<file path="src/rtl/fws_pkg.sv">
`timescale 1ns / 1ps

package fws_pkg;

	localparam int WHEEL_COUNT      = 4;
	localparam int WINDOW_LEN_DEF   = 10;
	localparam int WARMUP_TICKS_DEF = 20;
	localparam int DRIVE_LIMIT_DEF  = 5000;

	localparam int POS_W   = 13;
	localparam int GOAL_W  = 14;
	localparam int DELTA_W = 14;
	localparam int DRIVE_W = 14;
	localparam int GAIN_W  = 16;

	localparam int POS_MODULUS    = 8191;
	localparam int WRAP_THRESHOLD = 3000;
	// prop_gain is applied in tenths
	localparam int GAIN_SCALE     = 10;

	localparam int        CFG_IDX_W      = 2;
	localparam logic [CFG_IDX_W-1:0] CFG_PROP_GAIN  = 2'd0;
	localparam logic [CFG_IDX_W-1:0] CFG_DERIV_GAIN = 2'd1;

	localparam logic [GAIN_W-1:0] PROP_GAIN_RST  = 16'd1500;
	localparam logic [GAIN_W-1:0] DERIV_GAIN_RST = 16'd0;

	typedef struct packed {
		logic adv1;
		logic adv2;
		logic adv3;
		logic adv4;
	} fws_pipe_ctl_t;

	// running sum of the window, signed
	function automatic int sum_width(input int window_len);
		return DELTA_W + $clog2(window_len);
	endfunction

	// speed error in 1/window_len counts, signed
	function automatic int err_width(input int window_len);
		return GOAL_W + 1 + $clog2(window_len);
	endfunction

endpackage

</file>
<file path="src/rtl/fws_wheel_pd.sv">
`timescale 1ns / 1ps

module fws_wheel_pd #(
	parameter int WINDOW_LEN  = fws_pkg::WINDOW_LEN_DEF,
	parameter int DRIVE_LIMIT = fws_pkg::DRIVE_LIMIT_DEF,
	localparam int ErrW = fws_pkg::err_width(WINDOW_LEN)
) (
	input  logic                                 clk,
	input  fws_pkg::fws_pipe_ctl_t               ctl,
	input  logic        [fws_pkg::GAIN_W-1:0]    prop_gain,
	input  logic        [fws_pkg::GAIN_W-1:0]    deriv_gain,
	input  logic signed [ErrW-1:0]               err_s2,
	input  logic signed [ErrW:0]                 derr_s2,
	input  logic                                 en_s4,
	output logic signed [fws_pkg::DRIVE_W-1:0]   drive_q
);

	localparam int GW    = fws_pkg::GAIN_W;
	localparam int PW    = ErrW + GW + 1;
	localparam int DPW   = ErrW + GW + 2;
	localparam int NumW  = ErrW + GW + 7;
	localparam int Div   = fws_pkg::GAIN_SCALE * WINDOW_LEN;
	localparam int NumHiInt = (DRIVE_LIMIT + 1) * Div;
	localparam int MagW  = $clog2(NumHiInt);
	localparam int Shift = MagW + $clog2(Div);
	localparam int ScW   = 2 * MagW + 2;
	localparam int CalcW = 17;

	localparam logic signed [NumW-1:0] NumHi = NumW'(NumHiInt);
	localparam logic signed [NumW-1:0] NumLo = NumW'(-NumHiInt);
	localparam logic [63:0] Recip = ((64'd1 << Shift) + 64'(Div - 1)) / 64'(Div);
	localparam logic signed [CalcW-1:0] LimitP = CalcW'(DRIVE_LIMIT);
	localparam logic signed [CalcW-1:0] LimitN = CalcW'(-DRIVE_LIMIT);

	logic signed [PW-1:0]   prod_p_s3;
	logic signed [DPW-1:0]  prod_d_s3;

	logic signed [NumW-1:0] num;
	logic signed [NumW-1:0] num_abs;

	logic                   sat_hi_s4;
	logic                   sat_lo_s4;
	logic                   neg_s4;
	logic [MagW-1:0]        mag_s4;

	logic [ScW-1:0]         scaled;
	logic [ScW-1:0]         quo_wide;
	logic signed [CalcW-1:0] quo;
	logic signed [CalcW-1:0] drive_nx;

	always_ff @(posedge clk) begin
		if (ctl.adv2) begin
			prod_p_s3 <= $signed({1'b0, prop_gain}) * err_s2;
			prod_d_s3 <= $signed({1'b0, deriv_gain}) * derr_s2;
		end
	end

	always_comb begin
		// num = prop*e + 10*deriv*de
		num = NumW'(prod_p_s3) + (NumW'(prod_d_s3) <<< 3) + (NumW'(prod_d_s3) <<< 1);
		num_abs = num[NumW-1] ? -num : num;
	end

	always_ff @(posedge clk) begin
		if (ctl.adv3) begin
			sat_hi_s4 <= (num >= NumHi);
			sat_lo_s4 <= (num <= NumLo);
			neg_s4    <= num[NumW-1];
			mag_s4    <= num_abs[MagW-1:0];
		end
	end

	always_comb begin
		// exact floor division by reciprocal for magnitudes below the clamp
		scaled   = ScW'(mag_s4) * ScW'(Recip);
		quo_wide = scaled >> Shift;
		quo      = $signed(CalcW'(quo_wide));
		priority if (sat_hi_s4) begin
			drive_nx = LimitP;
		end else if (sat_lo_s4) begin
			drive_nx = LimitN;
		end else if (neg_s4) begin
			drive_nx = -quo;
		end else begin
			drive_nx = quo;
		end
	end

	always_ff @(posedge clk) begin
		if (ctl.adv4) begin
			drive_q <= en_s4 ? drive_nx[fws_pkg::DRIVE_W-1:0] : '0;
		end
	end

endmodule

</file>
<file path="config.mk">
export PLATFORM = sky130hd
export DESIGN_NAME = fws_wheel_pd
export DESIGN_NICKNAME = d
export VERILOG_FILES = /design/src/rtl/fws_pkg.sv /design/src/rtl/fws_wheel_pd.sv
export SDC_FILE = /design/constraint.sdc
export NUM_CORES = 2
export LEC_CHECK = 0
export BUFFER_PORTS_ARGS = -buffer_cell sky130_fd_sc_hd__clkbuf_2
export CORE_MARGIN = 8
export CORE_UTILIZATION = 46
export DETAILED_ROUTE_END_ITERATION = 10
export GPL_TIMING_DRIVEN = 0
export PLACE_DENSITY = 0.59
export SYNTH_ARGS = -nofsm -noshare
export SYNTH_HDL_FRONTEND = slang
export SYNTH_SLANG_ARGS = --single-unit
</file>
<file path="constraint.sdc">
create_clock -name clk -period 9.35 [get_ports clk]
set_input_delay 1.87 -clock clk [delete_from_list [all_inputs] [get_ports clk]]
set_output_delay 1.87 -clock clk [all_outputs]
set_load 0.03 [all_outputs]
</file>
Yosys cells after proc, flatten, opt, wreduce, memory -nomap -nowiden:

Cells that the tools add are included.
Widths: inputs -> output; s select.

* flip-flop bits (word level): 109
* bits of input ports: 77
* output and inout port bits: 14

* add/sub/neg operators: 4
* multipliers: 3
* $lt $le $gt $ge: 2
* mux-type cells: 4
* bitwise gates (word level): 1
* reductions and logical operators: 2

Operators with widths (count)
* $add 41x38->42: 1
* $ge 42x20->1 const B: 1
* $le 42x20->1 const B: 1
* $add 36x40->41: 1
* $mul 19x20->39 const B: 1
* $mul 17x20->37: 1
* $mul 17x19->36: 1
* $mux 14: 2
* $mux 19: 1
* $neg 19->19: 1
* $neg 13->14: 1
* $mux 13: 1
* $reduce_or 3->1: 1
* $reduce_or 2->1: 1
* $not 1->1: 1

Logic depth before layout (Yosys ltp):

* depth in word-level cells: 5
* gate-level depth with buffers: 26
* mapped depth without buffers: 26

Least setup slack after synthesis:

OpenSTA, ideal clock, no wires.

* path type: in2reg
* start point: input port prop_gain[7] in the netlist's numbering
* end point: register prod_p_s3[34] (data pin)
* arrival time: 8065 ps
* data required time: 9216 ps
* path slack: 1151 ps
* stages: 25
* path buffers: 2
* cell sequence: clkbuf_1 -> clkbuf_1 -> nand2_1 -> fa_1 -> inv_1 -> fa_1 -> inv_1 -> fa_1 -> inv_1 -> fa_1 -> inv_1 -> fa_1 -> inv_1 -> fa_1 -> ha_1 -> a21o_1 -> a21o_1 -> a21oi_1 -> nand2_1 -> o21ai_1 -> o211ai_1 -> o41ai_2 -> o21ai_0 -> or4_1 -> nand3_1

* longest elaborated chain between the ends: 1

RTL lines
* from (decl): line fws_wheel_pd.sv:10 `input logic [fws_pkg::GAIN_W-1:0] prop_gain,`
* $mul 17x19->36: line fws_wheel_pd.sv:53 `prod_p_s3 <= $signed({1'b0, prop_gain}) * err_s2;`
* to (signal assigned): line fws_wheel_pd.sv:53
* to (decl): line fws_wheel_pd.sv:35 `logic signed [PW-1:0] prod_p_s3;`

Every way passes these cells.
A chain may end at the register's enable or synchronous reset.

Final worst setup path:

* start point: input port prop_gain[6] in the netlist's numbering
* end point: register prod_p_s3[34] (data pin)

Same word-level chain as after synthesis.

==> impl_metrics.ini <==
[sta]
fin_skew_ps = 11.4
setup_viol = 0
slew_headroom_pct = 25.7
fin_crit_sh_pct = 95.6
worstMarginPinSlew_ps = 1090
hold_violations = 0
post-route-min-period_ps = 8940
fmax_ghz = 0.112
fin_ws_ps = 408
slew_viol_final = 0
fin_setup_tns_ps = 0
rsz0062_at_grt = no

[run]
cap_violations = 0

[cts]
cts_sinks = 109
cts_tree = done
cts.path.max_buffers = 2
cts_max_level = 3
clk_latency_ps = 390
path_clk_slew_ps = 80
cts-buffers-inserted = 9
cts_root_buffer = clkbuf_16

[worst_setup_path]
critPathKind = primary input to flop
crit_start = prop_gain[6]
arrival_ps = 9190
crit_path_top_delay_cell = clkbuf_1
cp-end-kind = flop
crit_fanout = 10
cp-start-kind = primary input
cp_common_cell = fa_1
worstPathRequired_ps = 9600
r2r_start = mag_s4[17]
critPathMaxStageDelay_ps = 560

[routing]
post-route-drc-count = 0
routed-via-count = 25400
drtAntennaViolNets = 0
detail_route.wl_per_cell_um = 16.5
drt_iter0_drc = 1140
routed_wl_um = 83000
firstDrtPassIters = 5
drt-vias-per-instance = 5.06

[place]
portBuffers = 62
pre_cts_slack_ps = -168
gp_congestion = 0.885
dp_hpwl_um = 73300
dpl_cell_area_um2 = 38500

[die]
fp.dieW_um = 299
die_y_um = 299
num_rows = 103
core_region_area_um2 = 79100
io_pins = 91
dieArea_um2 = 89300
initial_core_util_pct = 46.5

[status]
outcome = completed

[finish]
drive_gt1_share_pct = 3.27
fin_nets = 5223
fillers = 7632
area_delta_synth_final_pct = 5.34
final_area_um2 = 38800

[hold_path]
min_path_type = flop to flop
worstHoldStart = prod_p_s3[0]

[logic_synthesis]
yosysTopAreaCellShare_pct = 43.0
synth_nets = 5148
synth_cell_types = 86
synthCells = 3892
yosysMostFrequentCell = inv_1
synth_edf_count = 109
synth_commonest_cells = inv_1 (969), fa_1 (790), nand2_1 (429)
syn_avg_cell_area_um2 = 9.45
synth_top_cell_by_area = fa_1
synth_area_leaders = fa_1 (43%), ha_1 (13%), inv_1 (9.9%)
async_flop_share_pct = 0
ys_warn_count = 0
ys_ff_latch = 109
ys_seq_area_share_pct = 8.90
synthFlopType = edfxtp_1
netlist_area_um2 = 36800

[global_route]
met1_usage_pct = 24.7
busiest_layer = met2
grt_pass1_wl_um = 142000
gr-usage-met3_pct = 2.52
grt_max_degree = 42
grt_usage_pct = 19.6
antenna_found_initial = 1
grt_overflow_total = 0
met2_usage_pct = 34.8
grt_pass1_vias = 27800
what timing repair did:
item | CTS | global route
resized for setup | 0 | 3
setup endpoints to repair | 0 | 3
buffers inserted | 0 | 0
hold buffers | 0 | 0
registers in the layout (all words and copies together), names as in the netlist:
signal     count
sat_lo_s4      1
sat_hi_s4      1
drive_q       14
mag_s4        19
prod_d_s3     37
neg_s4         1
prod_p_s3     36
cell type report:
| type | count | area [um^2] | area share [%] |
|---|---|---|---|
| Sequential cell | 109 | 3270 | 8.44 |
| Multi-Input combinational cell | 2691 | 29400 | 75.9 |
| Inverter | 970 | 3640 | 9.39 |
| Buffer | 122 | 474 | 1.22 |
| Clock buffer | 9 | 225 | 0.581 |
| Timing Repair Buffer | 64 | 343 | 0.884 |
| Tap cell | 1050 | 1310 | 3.39 |
| Clock inverter | 7 | 77.6 | 0.200 |
| Antenna cell | 1 | 2.50 | 0.00646 |
worst paths after layout:
check	end	slack, ps	cells past startpoint
setup / recovery	prod_p_s3[34]	410	25
hold / removal	mag_s4[0]	500	0
setup reg to reg	drive_q[12]	2030	22
hold reg to reg	mag_s4[0]	500	0
placed cells by master (no fill, tap or decap), drive strengths merged, types with 82 or more instances in the layout:
cell,Yosys,layout
a21oi,118,118
nand2,430,430
nor2,82,82
edfxtp,109,109
clkbuf,114,185
xnor2,104,104
fa,790,790
inv,970,973
and2,289,289
ha,389,389
stage by stage:
stage	util [%]	hold WS, ps	instances
after floorplan	-	450	3892
after global placement	48.6	483	5004
after detailed placement	48.6	492	5006
after CTS	49.0	512	5022
after global routing	49.0	529	5022
final	49.0	505	5023
critical path, delay by kind of cell:
kind                     cells  cell delay [ps]
adder cells (fa/ha/maj)      7             3400
buffers and inverters        7             1280
AND/OR/NAND/NOR              4              760
AO/OA/AOI/OAI                7             1880
logic make-up (layout without fill, tap and decap cells):
group	Yosys count	after routing	share of synthesized area (%)
xor+xnor	143	143	3.44
compound gates	381	381	6.88
other cells	0	1	0
buf+inv	1092	1172	11.2
flops	109	109	8.90
mux	7	7	0.197
fa+ha+maj	1179	1179	56.2
simple gates	981	981	13.2
per-layer routing:
metal | vias up | routed length (um)
met3 | 135 | 3350
met4 | 0 | 2770
li1 | 12000 | -
met2 | 450 | 42100
met5 | - | 0
met1 | 12800 | 34800
Power is not shown: default switching activity piles up to over one toggle a cycle in this logic, so the estimate is an artifact.
