### src/rtl/fws_pkg.sv
`timescale 1ns / 1ps

package fws_pkg;

	localparam int WHEEL_COUNT      = 4;
	localparam int WINDOW_LEN_DEF   = 10;
	localparam int WARMUP_TICKS_DEF = 20;
	localparam int DRIVE_LIMIT_DEF  = 5000;

	localparam int POS_W   = 13;
	localparam int GOAL_W  = 14;
	localparam int DELTA_W = 14;
	localparam int DRIVE_W = 14;
	localparam int GAIN_W  = 16;

	localparam int POS_MODULUS    = 8191;
	localparam int WRAP_THRESHOLD = 3000;
	// prop_gain is applied in tenths
	localparam int GAIN_SCALE     = 10;

	localparam int        CFG_IDX_W      = 2;
	localparam logic [CFG_IDX_W-1:0] CFG_PROP_GAIN  = 2'd0;
	localparam logic [CFG_IDX_W-1:0] CFG_DERIV_GAIN = 2'd1;

	localparam logic [GAIN_W-1:0] PROP_GAIN_RST  = 16'd1500;
	localparam logic [GAIN_W-1:0] DERIV_GAIN_RST = 16'd0;

	typedef struct packed {
		logic adv1;
		logic adv2;
		logic adv3;
		logic adv4;
	} fws_pipe_ctl_t;

	// running sum of the window, signed
	function automatic int sum_width(input int window_len);
		return DELTA_W + $clog2(window_len);
	endfunction

	// speed error in 1/window_len counts, signed
	function automatic int err_width(input int window_len);
		return GOAL_W + 1 + $clog2(window_len);
	endfunction

endpackage

### src/rtl/fws_wheel_err.sv
`timescale 1ns / 1ps

module fws_wheel_err #(
	parameter int WINDOW_LEN = fws_pkg::WINDOW_LEN_DEF,
	localparam int ErrW = fws_pkg::err_width(WINDOW_LEN)
) (
	input  logic                                clk,
	input  logic                                arst_n,
	input  fws_pkg::fws_pipe_ctl_t              ctl,
	input  logic        [fws_pkg::POS_W-1:0]    pos,
	input  logic signed [fws_pkg::GOAL_W-1:0]   goal,
	output logic signed [ErrW-1:0]              err_s2,
	output logic signed [ErrW:0]                derr_s2
);

	localparam int DW   = fws_pkg::DELTA_W;
	localparam int SumW = fws_pkg::sum_width(WINDOW_LEN);

	localparam logic signed [DW:0] WrapHi  = (DW + 1)'(fws_pkg::WRAP_THRESHOLD);
	localparam logic signed [DW:0] WrapLo  = (DW + 1)'(-fws_pkg::WRAP_THRESHOLD);
	localparam logic signed [DW:0] Modulus = (DW + 1)'(fws_pkg::POS_MODULUS);
	localparam logic signed [SumW-1:0] DeadHi = SumW'(WINDOW_LEN / 2);
	localparam logic signed [SumW-1:0] DeadLo = SumW'(-(WINDOW_LEN / 2));

	logic        [fws_pkg::POS_W-1:0] last_q;
	logic signed [DW-1:0]             taps_q [WINDOW_LEN];
	logic signed [SumW-1:0]           sum_q;
	logic signed [ErrW-1:0]           prev_err_q;

	logic signed [DW:0]      d_raw;
	logic signed [DW:0]      d_fix;
	logic signed [DW-1:0]    delta;
	logic signed [SumW-1:0]  sum_nx;
	logic signed [SumW-1:0]  speed;
	logic signed [ErrW-1:0]  goal_scaled;
	logic signed [ErrW-1:0]  err_nx;
	logic signed [ErrW:0]    derr_nx;

	always_comb begin
		d_raw = $signed({2'b00, pos}) - $signed({2'b00, last_q});
		// take the short way around the encoder
		if (d_raw > WrapHi) begin
			d_fix = d_raw - Modulus;
		end else if (d_raw < WrapLo) begin
			d_fix = d_raw + Modulus;
		end else begin
			d_fix = d_raw;
		end
		delta = d_fix[DW-1:0];

		sum_nx = sum_q + SumW'(delta) - SumW'(taps_q[WINDOW_LEN-1]);
		// drop speeds of half a count or less
		if (sum_nx >= DeadLo && sum_nx <= DeadHi) begin
			speed = '0;
		end else begin
			speed = sum_nx;
		end

		goal_scaled = ErrW'(goal) * ErrW'(WINDOW_LEN);
		err_nx      = goal_scaled - ErrW'(speed);
		derr_nx     = (ErrW + 1)'(err_nx) - (ErrW + 1)'(prev_err_q);
	end

	always_ff @(posedge clk or negedge arst_n) begin
		if (!arst_n) begin
			last_q     <= '0;
			sum_q      <= '0;
			prev_err_q <= '0;
			for (int k = 0; k < WINDOW_LEN; k++) begin
				taps_q[k] <= '0;
			end
		end else if (ctl.adv1) begin
			last_q     <= pos;
			sum_q      <= sum_nx;
			prev_err_q <= err_nx;
			taps_q[0]  <= delta;
			for (int k = 1; k < WINDOW_LEN; k++) begin
				taps_q[k] <= taps_q[k-1];
			end
		end
	end

	always_ff @(posedge clk) begin
		if (ctl.adv1) begin
			err_s2  <= err_nx;
			derr_s2 <= derr_nx;
		end
	end

endmodule

### config.mk
export PLATFORM = sky130hd
export DESIGN_NAME = fws_wheel_err
export DESIGN_NICKNAME = d
export VERILOG_FILES = /design/src/rtl/fws_pkg.sv /design/src/rtl/fws_wheel_err.sv
export SDC_FILE = /design/constraint.sdc
export NUM_CORES = 1
export LEC_CHECK = 0
export ABC_CLOCK_PERIOD_IN_PS = 29100
export BUFFER_PORTS_ARGS = -buffer_cell sky130_fd_sc_hd__buf_2
export CORE_ASPECT_RATIO = 1.1
export CORE_MARGIN = 1
export CORE_UTILIZATION = 30
export CTS_CLUSTER_DIAMETER = 120
export DETAILED_ROUTE_END_ITERATION = 7
export HOLD_SLACK_MARGIN = 0.15
export PLACE_DENSITY = 0.52
export SYNTH_ARGS = -nofsm -noshare
export SYNTH_HDL_FRONTEND = slang
export SYNTH_SLANG_ARGS = --single-unit
### constraint.sdc
create_clock -name clk -period 29.1 [get_ports clk]
set_clock_uncertainty 0.15 [all_clocks]
set_input_delay 1.455 -clock clk [delete_from_list [all_inputs] [get_ports clk]]
set_output_delay 1.455 -clock clk [all_outputs]
set_load 0.1 [all_outputs]
Word-level counts from Yosys, hierarchy flattened
Index checks and enable logic that the tools add are counted.
{"block": "word_totals", "register_bits": 229}
{"block": "op_classes", "addsub": 7, "mul": 1, "order_cmp": 4, "muxes": 3, "n_reduce_logical": 1}
{"cell": "two-way mux 14 bit", "count": 2}
{"cell": "subtractor 19 x 19 -> 20 bit", "count": 1}
{"cell": "subtractor 19 x 18 -> 19 bit", "count": 1}
{"cell": "adder 18 x 14 -> 18 bit", "count": 1}
{"cell": "greater-or-equal comparator 18 x 4 -> 1 bit (second input constant)", "count": 1}
{"cell": "<= comparator 18 x 4 -> 1 bit (second input constant)", "count": 1}
{"cell": "multiplier 14 x 4 -> 18 bit (second input constant)", "count": 1}
{"cell": "two-way mux 18 bit", "count": 1}
{"cell": "subtractor 18 x 14 -> 18 bit", "count": 1}
{"cell": "adder 14 bit (second input constant)", "count": 1}
{"cell": "> comparator 14 x 13 -> 1 bit (second input constant)", "count": 1}
{"cell": "< comparator 14 x 13 -> 1 bit (second input constant)", "count": 1}
{"cell": "subtractor 13 x 13 -> 14 bit", "count": 1}
{"cell": "subtractor 14 bit (second input constant)", "count": 1}
{"cell": "logical AND 1 bit", "count": 1}

Logic depth before layout (Yosys ltp)
Gate-level depths: netlist of run 1.
{"block": "logic_depth", "depth_word": 11, "depth_mapped": 51, "depth_no_buf": 50}

Least setup slack after synthesis of run 1
No wires, ideal clock.
{"block": "synth_path", "kind": "input -> register", "start": "in pos[0] in the netlist's numbering", "end": "reg derr_s2[19], data pin", "setup_time_ps": 130, "arrival_time_ps": 10751, "required_time_ps": 28820, "path_slack_ps": 18069, "cell_stages": 48, "path_buffers": 2, "path_cell_list": "inv_1 > ha_1 > fa_1 > nor2b_1 > o22ai_1 > xnor2_1 > nand3_1 > o21a_1 > nor2_1 > o221a_2 > nand2_1 > or4_1 > nor2_1 > a21oi_1 > xnor2_1 > fa_1 > inv_1 > ha_1 > [... 12 more ...] > a21o_1 > a21oi_1 > o21bai_1 > a21oi_1 > o21ai_0 > a21oi_1 > o21ai_0 > o41ai_1 > inv_1 > a21oi_1 > o21ai_0 > xor2_1 > ha_1 > or3_1 > o21ai_0 > a21oi_1 > a2111oi_0 > a21o_1"}
{"block": "synth_between", "elab_chain_cells": 11, "elab_cells_between_ends": 15}
{"element": "start, declared", "line_no": "fws_wheel_err.sv:10", "source": "input logic [fws_pkg::POS_W-1:0] pos,"}
{"element": "subtractor 13 x 13 -> 14 bit *", "line_no": "fws_wheel_err.sv:40", "source": "d_raw = $signed({2'b00, pos}) - $signed({2'b00, last_q});"}
{"element": "adder 14 bit / < comparator 14 x 13 -> 1 bit (equally long branches)", "line_no": "fws_wheel_err.sv:45, fws_wheel_err.sv:44"}
{"element": "two-way mux 14 bit", "line_no": "fws_wheel_err.sv:44", "source": "end else if (d_raw < WrapLo) begin"}
{"element": "two-way mux 14 bit *", "line_no": "fws_wheel_err.sv:42", "source": "if (d_raw > WrapHi) begin"}
{"element": "adder 18 x 14 -> 18 bit *", "line_no": "fws_wheel_err.sv:51", "source": "sum_nx = sum_q + SumW'(delta) - SumW'(taps_q[WINDOW_LEN-1]);"}
{"element": "subtractor 18 x 14 -> 18 bit *", "line_no": "fws_wheel_err.sv:51"}
{"element": "greater-or-equal comparator 18 x 4 -> 1 bit / <= comparator 18 x 4 -> 1 bit (equally long branches)", "line_no": "fws_wheel_err.sv:53", "source": "if (sum_nx >= DeadLo && sum_nx <= DeadHi) begin"}
{"element": "logical AND 1 bit", "line_no": "fws_wheel_err.sv:53"}
{"element": "two-way mux 18 bit *", "line_no": "fws_wheel_err.sv:53"}
{"element": "subtractor 19 x 18 -> 19 bit *", "line_no": "fws_wheel_err.sv:60", "source": "err_nx = goal_scaled - ErrW'(speed);"}
{"element": "via err_nx[16]", "line_no": "fws_wheel_err.sv:36", "source": "logic signed [ErrW-1:0] err_nx;"}
{"element": "subtractor 19 x 19 -> 20 bit *", "line_no": "fws_wheel_err.sv:61", "source": "derr_nx = (ErrW + 1)'(err_nx) - (ErrW + 1)'(prev_err_q);"}
{"element": "via derr_nx[19]", "line_no": "fws_wheel_err.sv:37", "source": "logic signed [ErrW:0] derr_nx;"}
{"element": "end signal, assigned", "line_no": "fws_wheel_err.sv:86", "source": "derr_s2 <= derr_nx;"}
{"element": "end, declared", "line_no": "fws_wheel_err.sv:13", "source": "output logic signed [ErrW:0] derr_s2"}
Mark *: on every way through the listed nets, which the timed path passes. The rest lies on a longest branch.
A chain may end at the register's enable or synchronous reset.

Worst setup path in the final report of run 1
Ends and elaborated chain as after synthesis.

==> results of run 1 <==
-- worst min path at each step --
stage,depth (start not counted),to
3_5_place_dp,2,prev_err_q[7]
3_3_place_gp,2,prev_err_q[7]
5_1_grt,1,taps_q[40]
2_1_floorplan,2,taps_q[129]
4_1_cts,2,prev_err_q[7]
6_report,2,prev_err_q[7]
-- per-stage QoR --
stage	instance area (sq um)	worst slack [ns]	cells	hold WS, ns
final	14900	16.78	1856	0.322
after global routing	14900	15.78	1856	0.360
after CTS	14900	16.74	1856	0.331
after detailed placement	14000	16.23	1812	0.317
after global placement	14000	16.16	1812	0.312
after floorplan	13100	18.07	1203	0.298
-- worst max-delay path: cells and delay by family --
| kind | cells | cell delay (ns) |
|---|---|---|
| AND/OR/NAND/NOR | 10 | 1.95 |
| adder cells (fa/ha/maj) | 6 | 2.25 |
| buffers and inverters | 5 | 0.34 |
| XOR/XNOR | 4 | 0.80 |
| AO/OA/AOI/OAI | 22 | 4.98 |
| multiplexers | 2 | 0.78 |
-- state kept, by name, summed over array words and instances (netlist names) --
signal and flops:
taps_q 140, err_s2 19, derr_s2 20, last_q 13
sum_q 18, prev_err_q 19
-- routing by layer --
| layer | vias up | routed length (microns) |
|---|---|---|
| li1 | 4351 | - |
| met4 | 0 | 548 |
| met2 | 119 | 11600 |
| met3 | 37 | 854 |
| met1 | 4072 | 11400 |
| met5 | - | 0 |
-- cell type report --
| class | count | area (sq um) | area share [%] |
|---|---|---|---|
| clock inverters | 8 | 48.8 | 0.328 |
| inverters | 105 | 394 | 2.65 |
| flip-flops and latches | 229 | 5930 | 39.9 |
| clock buffers | 36 | 771 | 5.18 |
| repair buffers | 72 | 389 | 2.62 |
| well taps | 567 | 709 | 4.77 |
| multi-input cells | 839 | 6630 | 44.6 |
-- placed cells by master, fill, tap and decap left out, types with 10 or more instances in the layout --
| cell | instances |
|---|---|
| clkbuf_16 | 28 |
| nor2_1 | 72 |
| xnor2_1 | 55 |
| nand4_1 | 11 |
| ha_1 | 94 |
| xor2_1 | 16 |
| a21boi_0 | 10 |
| a21o_1 | 17 |
| o21a_1 | 11 |
| inv_1 | 105 |
| mux2_2 | 137 |
| o21ai_0 | 76 |
| edfxtp_1 | 39 |
| nor3_1 | 16 |
| nand2_1 | 105 |
| a21oi_1 | 52 |
| nor2b_1 | 15 |
| nand2b_1 | 10 |
| dfrtp_1 | 190 |
| buf_2 | 66 |
| nand3_1 | 11 |
| fa_1 | 21 |
-- Yosys cell counts (4+ instances only) --
library cell  number  area share (%)
dfrtp_1          190              36
mux2_2           137              12
inv_1            105             3.0
nand2_1          105             3.0
ha_1              94             9.0
o21ai_0           76             2.9
nor2_1            72             2.1
xnor2_1           55             3.7
a21oi_1           52             2.0
edfxtp_1          39             9.0
clkbuf_1          24            0.69
fa_1              21             3.2
a21o_1            17            0.98
nor3_1            16            0.61
xor2_1            16             1.1
nor2b_1           15            0.72
nand3_1           11            0.42
nand4_1           11            0.53
o21a_1            11            0.63
a21boi_0          10            0.57
nand2b_1          10            0.48
a31oi_1            9            0.43
and3_1             7            0.34
o21bai_1           7            0.40
and2_1             5            0.24
buf_1              5            0.14
or3_1              5            0.24
o31a_1             4            0.27
o31ai_1            4            0.23
-- cell families after synthesis --
| group | count (synthesis) |
|---|---|
| buf+inv | 135 |
| flops | 229 |
| xor+xnor | 72 |
| mux | 138 |
| fa+ha+maj | 115 |
| compound gates | 233 |
| simple gates | 281 |
==> results.py, run 1 <==
metrics = {
    "synth": {
        "synth_ff_type": "dfrtp_1",
        "async_flop_share_pct": 83.0,
        "synthAdderAreaFrac_pct": 12.2,
        "synth_compound_area_share_pct": 11.5,
        "syn_inst": 1203,
        "syn_area_per_cell_sq_um": 10.9,
        "synth_top_family_by_area": "adder cells",
        "synth-seq-cells": 229,
        "synth-xor-area-share_pct": 4.89,
        "synthesis.area_sq_um": 13100,
        "synth-edff-count": 39,
        "muxShareOfSynthArea_pct": 12.0,
        "yosysWarnings": 0,
        "ys_seq_area_share_pct": 45.4,
        "synth.net_count": 1351,
        "ys_types": 78,
        "synth_simple_gate_area_share_pct": 10.1,
    },
    "status": {
        "status": "finished clean",
    },
    "layout": {
        "fin_util_pct": 34.9,
        "nets": 1419,
        "insertedDiodeCount": 0,
        "n_fill_cell": 4199,
        "drive_gt1_share_pct": 20.7,
        "syn_to_final_growth_pct": 13.8,
    },
    "sta": {
        "period_minus_slack_ns": 12.32,
        "worst_pin_slew_ns": 0.970,
        "post-route-period-util_pct": 42.3,
        "hold_viol_final": 0,
        "setup_violations": 0,
        "rsz0062_at_grt": "no",
        "fmax_ghz": 0.0812,
        "final-max-slew-violation-count": 0,
        "relSlewSlack_pct": 35.3,
        "setup_tns_ns": 0,
    },
    "floorplanning": {
        "dieArea_sq_um": 44400,
        "core_sq_um": 42600,
        "die-height_microns": 221,
        "pin_count": 72,
        "initial_core_util_pct": 30.7,
        "die_x_microns": 201,
        "num_rows": 79,
    },
    "clock_tree": {
        "cts_setup_buffers": 0,
        "htreeDepth": 1,
        "clkTransAtPathRegs_ns": 0.06,
        "clkSinkCount": 229,
        "cts_resized": 0,
        "clock_latency_ns": 0.53,
        "postCtsHoldBufs": 0,
        "clk_path_buf_depth": 3,
        "cts_buffers": 24,
        "cts_root_buf": "clkbuf_16",
        "cts_tree": "yes",
    },
    "critical_path": {
        "cp.required_ns": 29.35,
        "crit_type": "input port to flop",
        "path_common_cell": "a21oi_1",
        "cp_slowest_stage_delay_ns": 0.58,
        "end_kind": "flop",
        "cp.arrival_ns": 12.56,
        "r2r_cells": 47,
        "crit_fanout": 17,
        "crit_end": "derr_s2[19]",
        "r2r_slack_ns": 17.47,
        "r2r-start": "last_q[0]",
        "reg2reg_to": "derr_s2[19]",
        "critPathLaunch": "pos[0]",
        "critical_path.slowest_cell": "mux2i_4",
        "start_kind": "input port",
    },
    "global_routing": {
        "gr-usage-met1_pct": 14.0,
        "grt_pass1_wl_microns": 41800,
        "grtUsageMet2_pct": 19.7,
        "met3_usage_pct": 1.66,
        "grt_pass1_vias": 8577,
        "overflow": 0,
        "grt_usage_pct": 11.2,
        "antenna_found_initial": 0,
        "top_usage_layer": "met2",
        "grt_max_degree": 115,
    },
    "worst_hold_path": {
        "min-delay-start": "prev_err_q[7]",
        "hp-class": "flop to flop",
    },
    "routing": {
        "routed_wl_microns": 24400,
        "first_iter_violations": 258,
        "first_pass_iters": 5,
        "routedWlPerCell_microns": 13.2,
        "vias": 8579,
        "ant_nets": 0,
        "drc": 0,
        "post_drt_via_cell_ratio": 4.62,
    },
    "place": {
        "io_buffer_count": 68,
        "gp_routability_congestion": 0.800,
        "hpwl_microns": 17600,
    },
    "flow_run": {
        "drv_cap": 0,
    },
}
Power of run 1 is left out: the tool's default activity adds up to more than one toggle a clock period on the data nets, which glitch-free logic cannot reach.
==> run 2: changes to the inputs <==
Settings changed: ABC_AREA from default to 1, ABC_CLOCK_PERIOD_IN_PS 29100 to 10900, PLACE_DENSITY 0.52 to 0.54.
Clock period 29.1 ns to 10.9 ns, I/O delays scaled along.
==> run 2 against run 1 <==
Net effect: sequential share of layout area down 2.3 points; register-to-register slack got worse by 16 ns; final area is 6.1% higher; non-clock buffer count up 22; sequential cell count stayed put; critical path depth is 9 higher; cell count up 29%; global-route usage increased by 2.0 points; first-iteration DRC count rose by 96%; critical path type unchanged; highest routed layer unchanged.
==> results.py, run 2 <==
metrics = {
    "global_routing": {
        "grt_max_degree": 119,
        "overflow": 0,
        "antenna_found_initial": 0,
        "grt_pass1_wl_microns": 50600,
        "grt_pass1_vias": 10500,
        "grt_usage_pct": 13.2,
    },
    "floorplanning": {
        "initial_core_util_pct": 30.6,
        "core_sq_um": 44700,
        "die-height_microns": 226,
        "die_x_microns": 206,
        "pin_count": 72,
        "num_rows": 81,
        "dieArea_sq_um": 46400,
    },
    "sta": {
        "final-max-slew-violation-count": 0,
        "rsz0062_at_grt": "yes",
        "setup_tns_ns": 0,
        "post-route-period-util_pct": 92.3,
        "setup_violations": 0,
        "relSlewSlack_pct": 39.2,
        "period_minus_slack_ns": 10.06,
        "hold_viol_final": 0,
        "worst_slack_ns": 0.843,
        "fmax_ghz": 0.0994,
        "worst_pin_slew_ns": 0.913,
    },
    "critical_path": {
        "end_kind": "flop",
        "critical_path.slowest_cell": "dlygate4sd3_1",
        "path_common_cell": "nand2_1",
        "crit_fanout": 12,
        "r2r-start": "last_q[0]",
        "cp_slowest_stage_delay_ns": 0.52,
        "critPathLaunch": "pos[0]",
        "cp.required_ns": 11.03,
        "start_kind": "input port",
        "crit_type": "input port to flop",
        "cp.arrival_ns": 10.19,
        "r2r_slack_ns": 1.14,
    },
    "synth": {
        "async_flop_share_pct": 83.0,
        "synthesis.area_sq_um": 13700,
        "syn_area_per_cell_sq_um": 7.95,
        "synth_area_leader_cell": "dfrtp_1",
        "yosysWarnings": 0,
        "synth_area_leaders": "dfrtp_1 35%, nand2_1 18%, ha_1 8.6%",
        "ys_types": 44,
        "synth_most_common_cell": "nand2_1",
        "synth.net_count": 1868,
        "ys_seq_area_share_pct": 43.3,
        "synth_top_area_share_pct": 34.8,
        "syn_inst": 1720,
        "synth-seq-cells": 229,
        "synth_ff_type": "dfrtp_1",
        "synth-edff-count": 39,
        "synth_common_cells": "648 x nand2_1, 223 x inv_1, 190 x dfrtp_1",
    },
    "layout": {
        "top_regs": "taps_q (140), derr_s2 (20)",
        "seq_area_sq_um": 5930,
        "multi_input_area_sq_um": 6770,
        "largest-register": "taps_q",
        "final_cell_mix": "647 x nand2_1, 221 x inv_1, 190 x dfrtp_1",
        "insertedDiodeCount": 0,
        "n_fill_cell": 4653,
        "syn_to_final_growth_pct": 15.4,
        "largest_register_ffs": 140,
        "layout_commonest_cell": "nand2_1",
        "layout.cells.non_filler": 2401,
        "drive_gt1_share_pct": 10.3,
        "nets": 1947,
    },
    "clock_tree": {
        "clk_path_buf_depth": 3,
        "clkTransAtPathRegs_ns": 0.07,
        "cts_tree": "yes",
        "clkSinkCount": 229,
        "htreeDepth": 1,
        "clock_latency_ns": 0.56,
        "cts_root_buf": "clkbuf_16",
        "cts_buffers": 27,
    },
    "place": {
        "dp_slack_ns": 0.195,
        "placed_cells_incl_taps": 2334,
        "hpwl_microns": 21000,
        "gp_routability_congestion": 0.835,
        "io_buffer_count": 68,
    },
    "routing": {
        "post_drt_via_cell_ratio": 4.45,
        "routed_wl_microns": 29400,
        "vias": 10700,
        "ant_nets": 0,
        "first_iter_violations": 506,
        "first_pass_iters": 4,
        "routedWlPerCell_microns": 12.2,
        "drc": 0,
    },
    "flow_run": {
        "drv_cap": 0,
    },
    "worst_hold_path": {
        "min-delay-start": "ctl[3]",
        "hp-class": "input port to flop",
    },
    "status": {
        "status": "finished clean",
    },
}
## run 2: changes by cell type in the layout (fill, tap and decap cells not counted), moves of 14 or more
| cell | delta |
|---|---|
| dlygate4sd3_1 | +14 |
| inv_1 | +116 |
| nor2b_1 | -15 |
| nand2_2 | +14 |
| xnor2_1 | -41 |
| nand2_1 | +542 |
| nand3_1 | +52 |
| xor2_1 | +31 |
| a21oi_1 | +14 |
| nor2_1 | -14 |
| mux2_2 | -137 |
## run 2: final timing paths
check                               to  cells past startpoint
min in group asynchronous    sum_q[17]                      2
setup / recovery           derr_s2[19]                     58
hold / removal               taps_q[1]                      3
max in group asynchronous    last_q[2]                      4
hold reg to reg             taps_q[20]                      2
setup reg to reg           derr_s2[19]                     55
## run 2: repair_timing
action                     4_1_cts  5_1_grt
hold buffers                    14        0
setup buffers                    0        3
setup endpoints to repair        0        6
gates resized for setup          0       17
hold endpoints to repair        71        0
## run 2: cell families (layout without fill, tap and decap cells)
group | Yosys count | in the layout | synth area share, %
adders and majority gates | 115 | 115 | 11.7
buffers and inverters | 275 | 375 | 7.57
xor gates and xnor gates | 64 | 64 | 4.21
AOI/OAI and AO/OA | 190 | 190 | 7.55
and+or+nand+nor | 847 | 847 | 25.7
DFF | 229 | 229 | 43.3
## run 2: routing by layer
| metal | wire, microns | part of all wire (%) | GRT usage, % |
|---|---|---|---|
| met1 | 14100 | 48 | 17.8 |
| met2 | 13600 | 46 | 22.1 |
| met3 | 1080 | 3.7 | 1.67 |
| met4 | 620 | 2.1 | 3.75 |
| met5 | 0 | 0 | 0 |
## run 2: cell type report
type | instances | area share, %
multi-input cells | 1216 | 42.9
flip-flops and latches | 229 | 37.6
inverters | 231 | 5.53
clock buffers | 42 | 5.03
well taps | 581 | 4.61
repair buffers | 94 | 3.71
clock inverters | 8 | 0.635
## run 2: worst max-delay path: cells and delay by family
kind,cells,cell delay (ns)
XOR/XNOR,2,0.56
AND/OR/NAND/NOR,24,2.81
adder cells (fa/ha/maj),6,2.22
buffers and inverters,10,1.45
AO/OA/AOI/OAI,16,2.58
## run 2: through the flow
step / util [%] / hold slack, ns / instance area, sq um
CTS: 35.1 / 0.205 / 15700
finish: 35.3 / 0.235 / 15800
global route: 35.3 / 0.260 / 15800
floorplan: - / 0.0994 / 13700
global placement: 32.8 / 0.304 / 14700
detailed placement: 32.8 / 0.308 / 14700
Power of run 2 is left out for the same reason.
==> run 3: changes to the inputs <==
Settings changed: ABC_AREA 1 to default, CORE_UTILIZATION 30 to 50, PLACE_DENSITY 0.54 to 0.77.
==> run 3 against run 2 <==
Net effect: final area down 0.69%; worst hold slack better by 0.11 ns; sequential share of layout area up 0.26 points; sequential cell count unchanged; die area down 42%; setup slack worse by 0.33 ns; routed wire length down 11%; fmax down 3.2%; via count down 12%; cell count down 27%; critical endpoint unchanged.
==> results.py, run 3 (synthesis results as in run 1) <==
metrics = {
    "status": {
        "status": "finished clean",
    },
    "global_routing": {
        "antenna_found_initial": 0,
        "grt_pass1_vias": 9367,
        "grt_pass1_wl_microns": 43100,
        "overflow": 0,
        "grt_max_degree": 119,
        "grt_usage_pct": 19.8,
    },
    "sta": {
        "post-route-period-util_pct": 95.3,
        "setup_violations": 0,
        "hold_viol_final": 0,
        "relSlewSlack_pct": 29.4,
        "period_minus_slack_ns": 10.39,
        "final-max-slew-violation-count": 0,
        "worst_pin_slew_ns": 1.06,
        "worst_slack_ns": 0.510,
        "fmax_ghz": 0.0962,
    },
    "floorplanning": {
        "die_x_microns": 156,
        "initial_core_util_pct": 51.2,
        "dieArea_sq_um": 26800,
        "core_sq_um": 25500,
        "num_rows": 61,
        "pin_count": 72,
        "die-height_microns": 172,
    },
    "critical_path": {
        "start_kind": "input port",
        "crit_fanout": 5,
        "cp_slowest_stage_delay_ns": 0.55,
        "cp.arrival_ns": 10.63,
        "crit_type": "input port to flop",
        "r2r_slack_ns": 0.86,
        "r2r_cells": 47,
        "end_kind": "flop",
        "cp.required_ns": 11.14,
        "critical_path.slowest_cell": "dlygate4sd3_1",
    },
    "routing": {
        "first_iter_violations": 497,
        "wl_met2_microns": 13100,
        "vias": 9363,
        "routedWlPerCell_microns": 15.0,
        "top_layer": "met4",
        "drc": 0,
        "routed_wl_microns": 26200,
        "wl_met3_microns": 933,
        "post_drt_via_cell_ratio": 5.37,
        "wl_met1_microns": 11500,
        "ant_nets": 0,
        "first_pass_iters": 5,
    },
    "worst_hold_path": {
        "min_path_cells": 2,
        "hp-class": "flop to flop",
    },
    "layout": {
        "nets": 1530,
        "largest_register_ffs": 140,
        "syn_to_final_growth_pct": 19.9,
        "largest-register": "taps_q",
        "final_cell_mix": "190 x dfrtp_1, 137 x mux2_2, 104 x inv_1, 104 x nand2_1, 99 x buf_4",
        "drive_gt1_share_pct": 28.6,
        "layout_commonest_cell": "dfrtp_1",
        "insertedDiodeCount": 0,
        "top_regs": "taps_q (140), derr_s2 (20)",
    },
    "clock_tree": {
        "cts_tree": "yes",
        "htreeDepth": 1,
        "clkSinkCount": 229,
        "clock_latency_ns": 0.52,
        "cts_buffers": 25,
        "cts_root_buf": "clkbuf_16",
        "clkTransAtPathRegs_ns": 0.06,
        "clk_path_buf_depth": 3,
    },
    "place": {
        "gp_routability_congestion": 0.883,
        "dp_slack_ns": 0.100,
        "hpwl_microns": 18400,
        "io_buffer_count": 68,
    },
    "flow_run": {
        "drv_cap": 0,
    },
}
-- run 3: worst max-delay path, delay by kind of cell --
family          cells  cell delay (ns)
compound gates     26             4.51
fa+ha+maj           6             2.16
simple gates        7             1.31
buf+inv             7             1.05
xor+xnor            3             0.66
mux                 1             0.39
-- run 3: what timing repair did --
action | in CTS | in global routing
resized for setup | 0 | 43
endpoints found under the setup margin | 0 | 10
hold buffers | 14 | 0
endpoints found under the hold margin | 75 | 0
buffers inserted | 0 | 4
-- run 3: layer usage --
metal,track usage (%),vias to the layer above
met2,35.6,184
li1,-,4573
met1,24.4,4554
met4,6.95,0
met5,0,-
met3,2.37,52
-- run 3: cell type report --
class | instances | area [sq um]
fillers | 2007 | 9830
repair buffers | 182 | 1250
flip-flops and latches | 229 | 5930
clock buffers | 30 | 694
inverters | 105 | 394
well taps | 346 | 433
clock inverters | 14 | 144
multi-input cells | 839 | 6820
-- run 3: through the flow --
step / utilization (%) / cell area, sq um / instances / setup TNS, ns / hold WS [ns]
CTS: 60.6 / 15400 / 1741 / 0 / 0.344
detailed placement: 56.7 / 14500 / 1683 / 0 / 0.327
floorplan: - / 13100 / 1203 / 0 / 0.0994
finish: 61.5 / 15700 / 1745 / 0 / 0.346
global placement: 56.7 / 14500 / 1683 / 0 / 0.309
global route: 61.5 / 15700 / 1745 / -0.105 / 0.358
-- run 3: worst paths after layout --
| check | start | end |
|---|---|---|
| min | prev_err_q[9] | prev_err_q[9] |
| max | pos[0] | derr_s2[19] |
| min in group asynchronous | arst_n | taps_q[46] |
| max reg2reg | last_q[0] | derr_s2[19] |
| max in group asynchronous | arst_n | prev_err_q[14] |
| min reg2reg | prev_err_q[9] | prev_err_q[9] |
Power of run 3 is left out for the same reason.
